<file path="src/btrs_pkg.sv">
// Package for the button triggered relay sequencer.
// Holds register indexes, reset values and the result type shared by the core, output buffer and top level.
// Depends on nothing.
package btrs_pkg;

    localparam int unsigned CfgIdxW  = 3;
    localparam int unsigned CfgDataW = 10;

    typedef enum logic [CfgIdxW-1:0] {
        CFG_PRESS_THRESHOLD = 3'd0,
        CFG_HOLD_LIMIT      = 3'd1,
        CFG_BELL_LENGTH     = 3'd2,
        CFG_ENABLE_LENGTH   = 3'd3,
        CFG_FAST_DIVIDE     = 3'd4,
        CFG_SLOW_DIVIDE     = 3'd5
    } t_cfg_idx;

    localparam logic [6:0] RstPressThreshold = 7'd10;
    localparam logic [6:0] RstHoldLimit      = 7'd100;
    localparam logic [7:0] RstBellLength     = 8'd30;
    localparam logic [9:0] RstEnableLength   = 10'd300;
    localparam logic [7:0] RstFastDivide     = 8'd125;
    localparam logic [3:0] RstSlowDivide     = 4'd10;

    typedef struct packed {
        logic bell_active;
        logic enable_active;
        logic triggered;
        logic slow_tick;
    } t_result;

endpackage

</file>
<file path="src/btrs_core.sv">
// Configuration registers, press qualifier, tick divider and relay phase counters.
// Computes one result per accepted item. Depends on btrs_pkg.
module btrs_core (
    input  logic                            i_clk,
    input  logic                            i_rst_n,
    input  logic                            i_cfg_we,
    input  logic [btrs_pkg::CfgIdxW-1:0]    i_cfg_idx,
    input  logic [btrs_pkg::CfgDataW-1:0]   i_cfg_data,
    input  logic                            i_accept,
    input  logic                            i_button_level,
    output btrs_pkg::t_result               o_result
);
    import btrs_pkg::*;

    logic [6:0] r_press_threshold, r_hold_limit;
    logic [7:0] r_bell_length, r_fast_divide;
    logic [9:0] r_enable_length;
    logic [3:0] r_slow_divide;

    logic [6:0] r_press_count, n_press_count;
    logic       r_armed, n_armed;
    logic [7:0] r_bell_remaining, n_bell_remaining;
    logic [9:0] r_enable_remaining, n_enable_remaining;
    logic [7:0] r_fast_count, n_fast_count;
    logic [3:0] r_slow_count, n_slow_count;
    logic       r_bell_level, n_bell_level;
    logic       r_enable_level, n_enable_level;

    logic       fired;
    logic       slow;
    logic [7:0] bell_after_press;
    logic [7:0] bell_dec;
    logic [9:0] enable_mid;
    logic [8:0] fast_sum;
    logic [4:0] slow_sum;

    always_ff @(posedge i_clk) begin
        if (!i_rst_n) begin
            r_press_threshold <= RstPressThreshold;
            r_hold_limit      <= RstHoldLimit;
            r_bell_length     <= RstBellLength;
            r_enable_length   <= RstEnableLength;
            r_fast_divide     <= RstFastDivide;
            r_slow_divide     <= RstSlowDivide;
        end else if (i_cfg_we) begin
            case (t_cfg_idx'(i_cfg_idx))
                CFG_PRESS_THRESHOLD: r_press_threshold <= i_cfg_data[6:0];
                CFG_HOLD_LIMIT:      r_hold_limit      <= i_cfg_data[6:0];
                CFG_BELL_LENGTH:     r_bell_length     <= i_cfg_data[7:0];
                CFG_ENABLE_LENGTH:   r_enable_length   <= i_cfg_data;
                CFG_FAST_DIVIDE:     r_fast_divide     <= i_cfg_data[7:0];
                CFG_SLOW_DIVIDE:     r_slow_divide     <= i_cfg_data[3:0];
                default: begin
                end
            endcase
        end
    end

    always_comb begin
        n_press_count      = r_press_count;
        n_armed            = r_armed;
        fired              = 1'b0;
        bell_after_press   = r_bell_remaining;
        if (i_button_level && (r_press_count < r_hold_limit)) begin
            n_press_count = r_press_count + 7'd1;
            if ((n_press_count > r_press_threshold) && r_armed) begin
                n_armed = 1'b0;
                fired   = 1'b1;
                if ((r_bell_remaining == 8'd0) && (r_enable_remaining == 10'd0)) begin
                    bell_after_press = r_bell_length;
                end
            end
        end else begin
            n_press_count = 7'd0;
            n_armed       = 1'b1;
        end

        n_bell_remaining   = bell_after_press;
        n_enable_remaining = r_enable_remaining;
        n_bell_level       = r_bell_level;
        n_enable_level     = r_enable_level;
        n_slow_count       = r_slow_count;
        slow               = 1'b0;
        bell_dec           = bell_after_press - 8'd1;
        enable_mid         = r_enable_remaining;
        fast_sum           = {1'b0, r_fast_count} + 9'd1;
        slow_sum           = {1'b0, r_slow_count} + 5'd1;
        n_fast_count       = fast_sum[7:0];

        if (fast_sum >= {1'b0, r_fast_divide}) begin
            n_fast_count = 8'd0;
            n_slow_count = slow_sum[3:0];
            if (slow_sum >= {1'b0, r_slow_divide}) begin
                n_slow_count = 4'd0;
                slow         = 1'b1;
                if (bell_after_press != 8'd0) begin
                    n_bell_remaining = bell_dec;
                    if (bell_dec == 8'd0) begin
                        enable_mid = r_enable_length;
                    end
                    n_bell_level = 1'b1;
                end else begin
                    n_bell_level = 1'b0;
                end
                n_enable_remaining = enable_mid;
                if (enable_mid != 10'd0) begin
                    n_enable_remaining = enable_mid - 10'd1;
                    n_enable_level     = 1'b1;
                end else begin
                    n_enable_level = 1'b0;
                end
            end
        end
    end

    always_ff @(posedge i_clk) begin
        if (!i_rst_n) begin
            r_press_count      <= 7'd0;
            r_armed            <= 1'b0;
            r_bell_remaining   <= 8'd0;
            r_enable_remaining <= 10'd0;
            r_fast_count       <= 8'd0;
            r_slow_count       <= 4'd0;
            r_bell_level       <= 1'b0;
            r_enable_level     <= 1'b0;
        end else if (i_accept) begin
            r_press_count      <= n_press_count;
            r_armed            <= n_armed;
            r_bell_remaining   <= n_bell_remaining;
            r_enable_remaining <= n_enable_remaining;
            r_fast_count       <= n_fast_count;
            r_slow_count       <= n_slow_count;
            r_bell_level       <= n_bell_level;
            r_enable_level     <= n_enable_level;
        end
    end

    assign o_result.bell_active   = n_bell_level;
    assign o_result.enable_active = n_enable_level;
    assign o_result.triggered     = fired;
    assign o_result.slow_tick     = slow;

endmodule

</file>
<file path="src/btrs_obuf.sv">
// Two entry output buffer: a result register backed by a skid register.
// Depends on btrs_pkg for the result type.
module btrs_obuf (
    input  logic              i_clk,
    input  logic              i_rst_n,
    input  logic              i_push,
    input  btrs_pkg::t_result i_data,
    output logic              o_space,
    output logic              o_valid,
    output btrs_pkg::t_result o_data,
    input  logic              i_ready
);
    import btrs_pkg::*;

    logic    r_out_valid, r_skid_valid;
    t_result r_out_data, r_skid_data;
    logic    pop;

    assign pop     = r_out_valid && i_ready;
    assign o_space = !r_skid_valid;
    assign o_valid = r_out_valid;
    assign o_data  = r_out_data;

    always_ff @(posedge i_clk) begin
        if (!i_rst_n) begin
            r_out_valid  <= 1'b0;
            r_skid_valid <= 1'b0;
        end else begin
            if (r_skid_valid) begin
                if (pop) begin
                    r_skid_valid <= 1'b0;
                end
            end else if (i_push) begin
                if (r_out_valid && !pop) begin
                    r_skid_valid <= 1'b1;
                end else begin
                    r_out_valid <= 1'b1;
                end
            end else if (pop) begin
                r_out_valid <= 1'b0;
            end
        end
    end

    always_ff @(posedge i_clk) begin
        if (r_skid_valid) begin
            if (pop) begin
                r_out_data <= r_skid_data;
            end
        end else if (i_push) begin
            if (r_out_valid && !pop) begin
                r_skid_data <= i_data;
            end else begin
                r_out_data <= i_data;
            end
        end
    end

endmodule

</file>
<file path="src/button_triggered_relay_sequencer.sv">
// Top level of the button triggered relay sequencer.
// Uses btrs_pkg, btrs_core and btrs_obuf.
// The two entry output buffer registers accepted results and absorbs one stalled result.
// Throughput: one item per cycle while input ready is high.
// Reset: synchronous active low; registers take their reset values and all counters clear.
// Input ready is low during reset and whenever both output entries are full.
module button_triggered_relay_sequencer (
    input  logic                            i_clk,
    input  logic                            i_rst_n,
    input  logic                            i_cfg_we,
    input  logic [btrs_pkg::CfgIdxW-1:0]    i_cfg_idx,
    input  logic [btrs_pkg::CfgDataW-1:0]   i_cfg_data,
    input  logic                            i_in_valid,
    output logic                            o_in_ready,
    input  logic                            i_button_level,
    output logic                            o_out_valid,
    input  logic                            i_out_ready,
    output logic                            o_bell_active,
    output logic                            o_enable_active,
    output logic                            o_triggered,
    output logic                            o_slow_tick
);
    import btrs_pkg::*;

    logic    accept;
    logic    space;
    t_result core_result;
    t_result out_result;

    assign o_in_ready = i_rst_n && space;
    assign accept     = i_in_valid && o_in_ready;

    btrs_core u_core (
        .i_clk          (i_clk),
        .i_rst_n        (i_rst_n),
        .i_cfg_we       (i_cfg_we),
        .i_cfg_idx      (i_cfg_idx),
        .i_cfg_data     (i_cfg_data),
        .i_accept       (accept),
        .i_button_level (i_button_level),
        .o_result       (core_result)
    );

    btrs_obuf u_obuf (
        .i_clk   (i_clk),
        .i_rst_n (i_rst_n),
        .i_push  (accept),
        .i_data  (core_result),
        .o_space (space),
        .o_valid (o_out_valid),
        .o_data  (out_result),
        .i_ready (i_out_ready)
    );

    assign o_bell_active   = out_result.bell_active;
    assign o_enable_active = out_result.enable_active;
    assign o_triggered     = out_result.triggered;
    assign o_slow_tick     = out_result.slow_tick;

endmodule

</file>
<file path="config.mk">
export PLATFORM = sky130hd
export DESIGN_NAME = button_triggered_relay_sequencer
export DESIGN_NICKNAME = d
export VERILOG_FILES = /design/src/btrs_pkg.sv /design/src/btrs_core.sv /design/src/btrs_obuf.sv /design/src/button_triggered_relay_sequencer.sv
export SDC_FILE = /design/constraint.sdc
export NUM_CORES = 1
export LEC_CHECK = 0
export BUFFER_PORTS_ARGS = -buffer_cell sky130_fd_sc_hd__buf_4
export CORE_MARGIN = 1
export CORE_UTILIZATION = 59
export CTS_CLUSTER_DIAMETER = 200
export DETAILED_ROUTE_END_ITERATION = 10
export GPL_ROUTABILITY_DRIVEN = 0
export PLACE_DENSITY_LB_ADDON = 0.12
export SYNTH_ARGS = -nofsm -noshare
export SYNTH_HDL_FRONTEND = slang
export SYNTH_SLANG_ARGS = --single-unit
</file>
<file path="constraint.sdc">
create_clock -name i_clk -period 8.7 [get_ports i_clk]
set_input_delay 1.74 -clock i_clk [delete_from_list [all_inputs] [get_ports i_clk]]
set_output_delay 1.74 -clock i_clk [all_outputs]
set_load 0.01 [all_outputs]
</file>
==> flow_results.org <==
** Run status
- The run finished with clean final reports.

** Logic synthesis
- The Yosys step of the flow raised 0 warnings.
- Sequential elements use 38.2% of the synthesized area.
- For this run, asynchronously set or reset flops after synthesis account for 0%.
- Synth unique cells :: 63
- Syn nets :: 685
- Leading area contributor after synthesis :: sky130_fd_sc_hd__dfxtp_1
- In the synthesized netlist the dominant register cell turns out to be sky130_fd_sc_hd__dfxtp_1.
- Number of enable-type register cells in the synthesized netlist :: 8
- Post-synthesis cell count :: 636
- Mean post-synth cell area :: 8.07 µm²
- The synthesized design contains 94 register bits.
- Synthesized area :: 5130 µm²
- Largest cells by area after synthesis :: sky130_fd_sc_hd__dfxtp_1 (34%), sky130_fd_sc_hd__nand2_1 (8.2%), sky130_fd_sc_hd__ha_1 (7.3%), sky130_fd_sc_hd__a21oi_1 (6.7%), sky130_fd_sc_hd__edfxtp_1 (4.7%)
- The synthesized design devotes to its leading area cell type 33.6% of total area.

** Hold path
- Kind of path behind the tightest hold check :: flip-flop to flip-flop
- In this run the most critical hold path is launched from u_core.r_hold_limit[0].
- The worst hold path was traced through 2 stages.
- For hold timing, the worst endpoint is u_core.r_hold_limit[0].

** Worst setup path
- In this design, the largest share of critical-path delay is due to compound AO/OA/AOI/OAI gates.
- Data on the critical path is required at its endpoint by 8.92 ns.
- In this run the critical register-to-register path is launched from u_core.r_press_count[0].
- The setup check on the worst reg-to-reg path leaves a slack of 3.94 ns.
- Data arrival time of the critical path :: about 5.2 ns
- Counting cells, the worst reg-to-reg path comes to 19.
- The worst register-to-register path ends at u_obuf.r_skid_data[2].
- The worst setup path is captured at a flip-flop.
- Max stage delay on crit path :: 0.64 ns
- Buf+Inv Stages, Crit Path :: 1
- Series of cell instances along the critical path :: buf_4 > nand4b_1 > a21oi_1 > and4_1 > a21oi_1 > ha_1 > xnor2_1 > a211o_1 > nor4_1 > a21oi_1 > nor2_4 > nand2_4 > mux2_2 > o21ai_1
- WS Path Type :: input pin to flip-flop
- CP Max Fanout :: 19
- STA classifies the critical path startpoint as an input pin.
- Cell repeated most along the worst path :: sky130_fd_sc_hd__a21oi_1
- For this design, the slowest cell found on the critical path is sky130_fd_sc_hd__and4_1.

** Clocking
- No sink is reached through more buffers than the 2 on the longest clock path.
- Register clock-pin slew on the reported worst setup and hold paths :: 0.09 ns
- Number of buffers added by the clock tree synthesis step :: 9
- Clock latency on the worst-skew pair :: ~0.37 ns
- Number of levels the H-tree was split into :: 3
- # Post-CTS Setup Buffers :: 0
- TritonCTS sink count :: 94
- TritonCTS built the clock tree.
- Clock tree synthesis selected as its root buffer the cell sky130_fd_sc_hd__clkbuf_8.
- Post-CTS repair changed the size of 0 cells.
- CTS Hold Bufs :: 0

** Detailed routing
- After detailed routing, the average wire length per cell comes to 15.6 µm.
- Detailed routing inserted a total of 4,578 vias.
- For this block, the routed nets add up to 11.8 mm of wire.
- The count of nets left with antenna violations once routing finished came out at 0.
- For this block, the initial DRC count from the detailed router was 235.
- Vias per Instance :: 6.02
- The pre-antenna-repair detailed-routing pass consisted of 5 iterations.
- After detailed routing, the number of remaining DRC violations is 0.

** Placed design
- DP Area :: 5370 µm²
- HPWL after detailed placement :: 8.28 mm
- Port Buffer Count :: 24

** Die
- Die outline area :: 9070 µm²
- After floorplanning, the core was sized to cover 8300 µm².
- In this run the core area contains 33 standard-cell rows.
- The die is 95.2 µm wide.
- 25 I/O pins were placed.
- For this configuration, the core starts out at a cell density of 61.8%.
- Height of the die :: 95.2 µm

** STA
- Static timing analysis puts the maximum clock frequency at 200 MHz.
- RSZ-0062 raised after global routing :: false
- Fraction of the cycle the final worst path needs :: approximately 57%
- Minimum clock period :: about 5.0 ns
- Headroom to the max-slew limit came out at 36.1%.
- Hold Fails Final Rpt :: 0
- Post-route setup TNS :: 0 ns
- Max Transition Viols Final :: 0
- Worst-margin pin slew :: between 0.9 and 1 ns
- The clock arrives with 0.00577 ns of skew.
- Count of final setup violators :: 0

** Power
- Total power consumption of the routed design :: 841 µW
- Dividing total power by cell area gives a power density of 151 nW/µm².
- The analysis attributes to cell leakage a power of between 2 and 2.5 nW.
- Maximum VDD drop :: approximately 0.097 mV

** Final layout
- The area growth from synthesis to layout is 8.61%.
- Fraction of final layout cells with drive strength greater than 1 :: 8.24%
- Number of antenna diodes :: 0
- Final Cell Area :: 5570 µm²
- Fin nets :: around 700

** GRT
- The total overflow left after global routing is 0.
- For this run, the total global-route usage over all layers was measured as between 20 and 30%.
- The number of global-route vias before repair was 4,179.
- Pin count of the biggest net entering global routing :: 51
- The initial antenna violation count was 0.
- The first global-routing pass estimated 19.4 mm of wire.

** Flow run
- Number of max-capacitance violations reported :: 0
[cells in the final DEF, fill, tap and decap left out, types with 12 or more instances in the layout]
cell type and count:
sky130_fd_sc_hd__and3_1 12, sky130_fd_sc_hd__a21oi_1 69, sky130_fd_sc_hd__nand2_1 112, sky130_fd_sc_hd__xor2_1 12, sky130_fd_sc_hd__buf_4 27, sky130_fd_sc_hd__ha_1 30
sky130_fd_sc_hd__nand3_1 28, sky130_fd_sc_hd__dfxtp_1 86, sky130_fd_sc_hd__xnor2_1 12, sky130_fd_sc_hd__nor2_1 47, sky130_fd_sc_hd__inv_1 26, sky130_fd_sc_hd__o21ai_0 24
sky130_fd_sc_hd__nor3_1 14, sky130_fd_sc_hd__nand2b_1 12
[layer usage]
layer	global-route usage, %	up-vias	wire [µm]
li1	-	2284	-
met1	36.1	2160	5560
met2	45.2	116	5620
met3	5.82	18	460
met4	10.4	0	200
met5	0	-	0
[kinds of logic after synthesis]
kind of cell               after synthesis  share of synthesized area, %
AOI/OAI and AO/OA                      156                          18.7
xor gates and xnor gates                25                          4.63
adders and majority gates               30                          7.32
buffers and inverters                   51                          3.90
DFF                                     94                          38.2
muxes                                   12                          2.41
and+or+nand+nor                        268                          24.8
[where the power goes]
part / leakage, nW / total (mW) / switching (mW) / internal [mW]
Clock: 0.103 / 0.311 / 0.152 / 0.159
Combinational: 1.49 / 0.0754 / 0.0469 / 0.0285
Sequential: 0.772 / 0.454 / 0.00904 / 0.445
Total: 2.37 / 0.841 / 0.208 / 0.633
[flip-flops by register name, indices dropped and copies added, names as in the netlist, 7 cells and up]
signal,count
u_core.r_enable_remaining,10
u_core.r_hold_limit,7
u_core.r_press_threshold,7
u_core.r_fast_divide,8
u_core.r_fast_count,8
u_core.r_enable_length,10
u_core.r_bell_remaining,8
u_core.r_bell_length,8
u_core.r_press_count,7
[layout make-up]
type	instances	area, µm²
clock buffers	10	128
clock inverters	6	76.3
fillers	710	2730
inverters	27	101
multi-input cells	491	2970
flip-flops and latches	94	1960
well taps	105	131
repair buffers	27	203
[cells in the mapped netlist (2+ instances only)]
cell and instances:
sky130_fd_sc_hd__a211oi_1 7, sky130_fd_sc_hd__a21o_1 10, sky130_fd_sc_hd__a21oi_1 69, sky130_fd_sc_hd__a311oi_1 3
sky130_fd_sc_hd__a31oi_1 4, sky130_fd_sc_hd__a32o_1 5, sky130_fd_sc_hd__and3_1 12, sky130_fd_sc_hd__buf_1 4
sky130_fd_sc_hd__buf_4 2, sky130_fd_sc_hd__clkbuf_1 17, sky130_fd_sc_hd__dfxtp_1 86, sky130_fd_sc_hd__edfxtp_1 8
sky130_fd_sc_hd__ha_1 30, sky130_fd_sc_hd__inv_1 26, sky130_fd_sc_hd__mux2_2 3, sky130_fd_sc_hd__mux2i_1 9
sky130_fd_sc_hd__nand2_1 112, sky130_fd_sc_hd__nand2b_1 12, sky130_fd_sc_hd__nand3_1 28, sky130_fd_sc_hd__nand3b_1 6
sky130_fd_sc_hd__nand4_1 5, sky130_fd_sc_hd__nor2_1 48, sky130_fd_sc_hd__nor2b_1 4, sky130_fd_sc_hd__nor3_1 14
sky130_fd_sc_hd__nor3b_1 5, sky130_fd_sc_hd__nor4_1 3, sky130_fd_sc_hd__o211ai_1 10, sky130_fd_sc_hd__o21ai_0 24
sky130_fd_sc_hd__o21ai_1 5, sky130_fd_sc_hd__o31ai_1 3, sky130_fd_sc_hd__or2_2 2, sky130_fd_sc_hd__or3_1 4
sky130_fd_sc_hd__or4_1 3, sky130_fd_sc_hd__or4_4 2, sky130_fd_sc_hd__xnor2_1 12, sky130_fd_sc_hd__xor2_1 12
[per-stage QoR]
stage                     std cells  hold WS, ns  setup WS, ns  util (%)
after global routing            760        0.473          3.44      67.1
after detailed placement        744        0.450          3.35      64.7
after CTS                       760        0.461          3.73      67.1
after global placement          744        0.444          3.52      64.7
after floorplan                 636        0.432          4.17         -
final                           760        0.458          3.71      67.1
[worst reg2reg max path: stages (launching register included)]
cell                      delay [ns]
sky130_fd_sc_hd__dfxtp_1        0.50
sky130_fd_sc_hd__ha_1           0.30
sky130_fd_sc_hd__nand3_1        0.14
sky130_fd_sc_hd__nor2_1         0.16
sky130_fd_sc_hd__xor2_1         0.10
sky130_fd_sc_hd__ha_1           0.32
sky130_fd_sc_hd__nand4_1        0.13
sky130_fd_sc_hd__a21oi_1        0.14
sky130_fd_sc_hd__o22a_1         0.22
sky130_fd_sc_hd__and4_1         0.54
sky130_fd_sc_hd__a21oi_1        0.17
sky130_fd_sc_hd__ha_1           0.30
sky130_fd_sc_hd__xnor2_1        0.17
sky130_fd_sc_hd__a211o_1        0.23
sky130_fd_sc_hd__nor4_1         0.20
sky130_fd_sc_hd__a21oi_1        0.15
sky130_fd_sc_hd__nor2_4         0.18
sky130_fd_sc_hd__nand2_4        0.17
sky130_fd_sc_hd__mux2_2         0.35
sky130_fd_sc_hd__o21ai_1        0.15
[how the worst max path moves through the flow]
stage	from	endpoint	slack [ns]	depth (start not counted)
floorplan	i_button_level	u_obuf.o_data[2]	4.17	15
global placement	i_button_level	u_obuf.o_data[2]	3.52	14
detailed placement	i_button_level	u_obuf.r_skid_data[2]	3.35	14
CTS	i_button_level	u_obuf.r_skid_data[2]	3.73	14
global route	i_button_level	u_obuf.o_data[2]	3.44	14
finish	i_button_level	u_obuf.r_skid_data[2]	3.71	14
(Power assumes the default switching activity.)
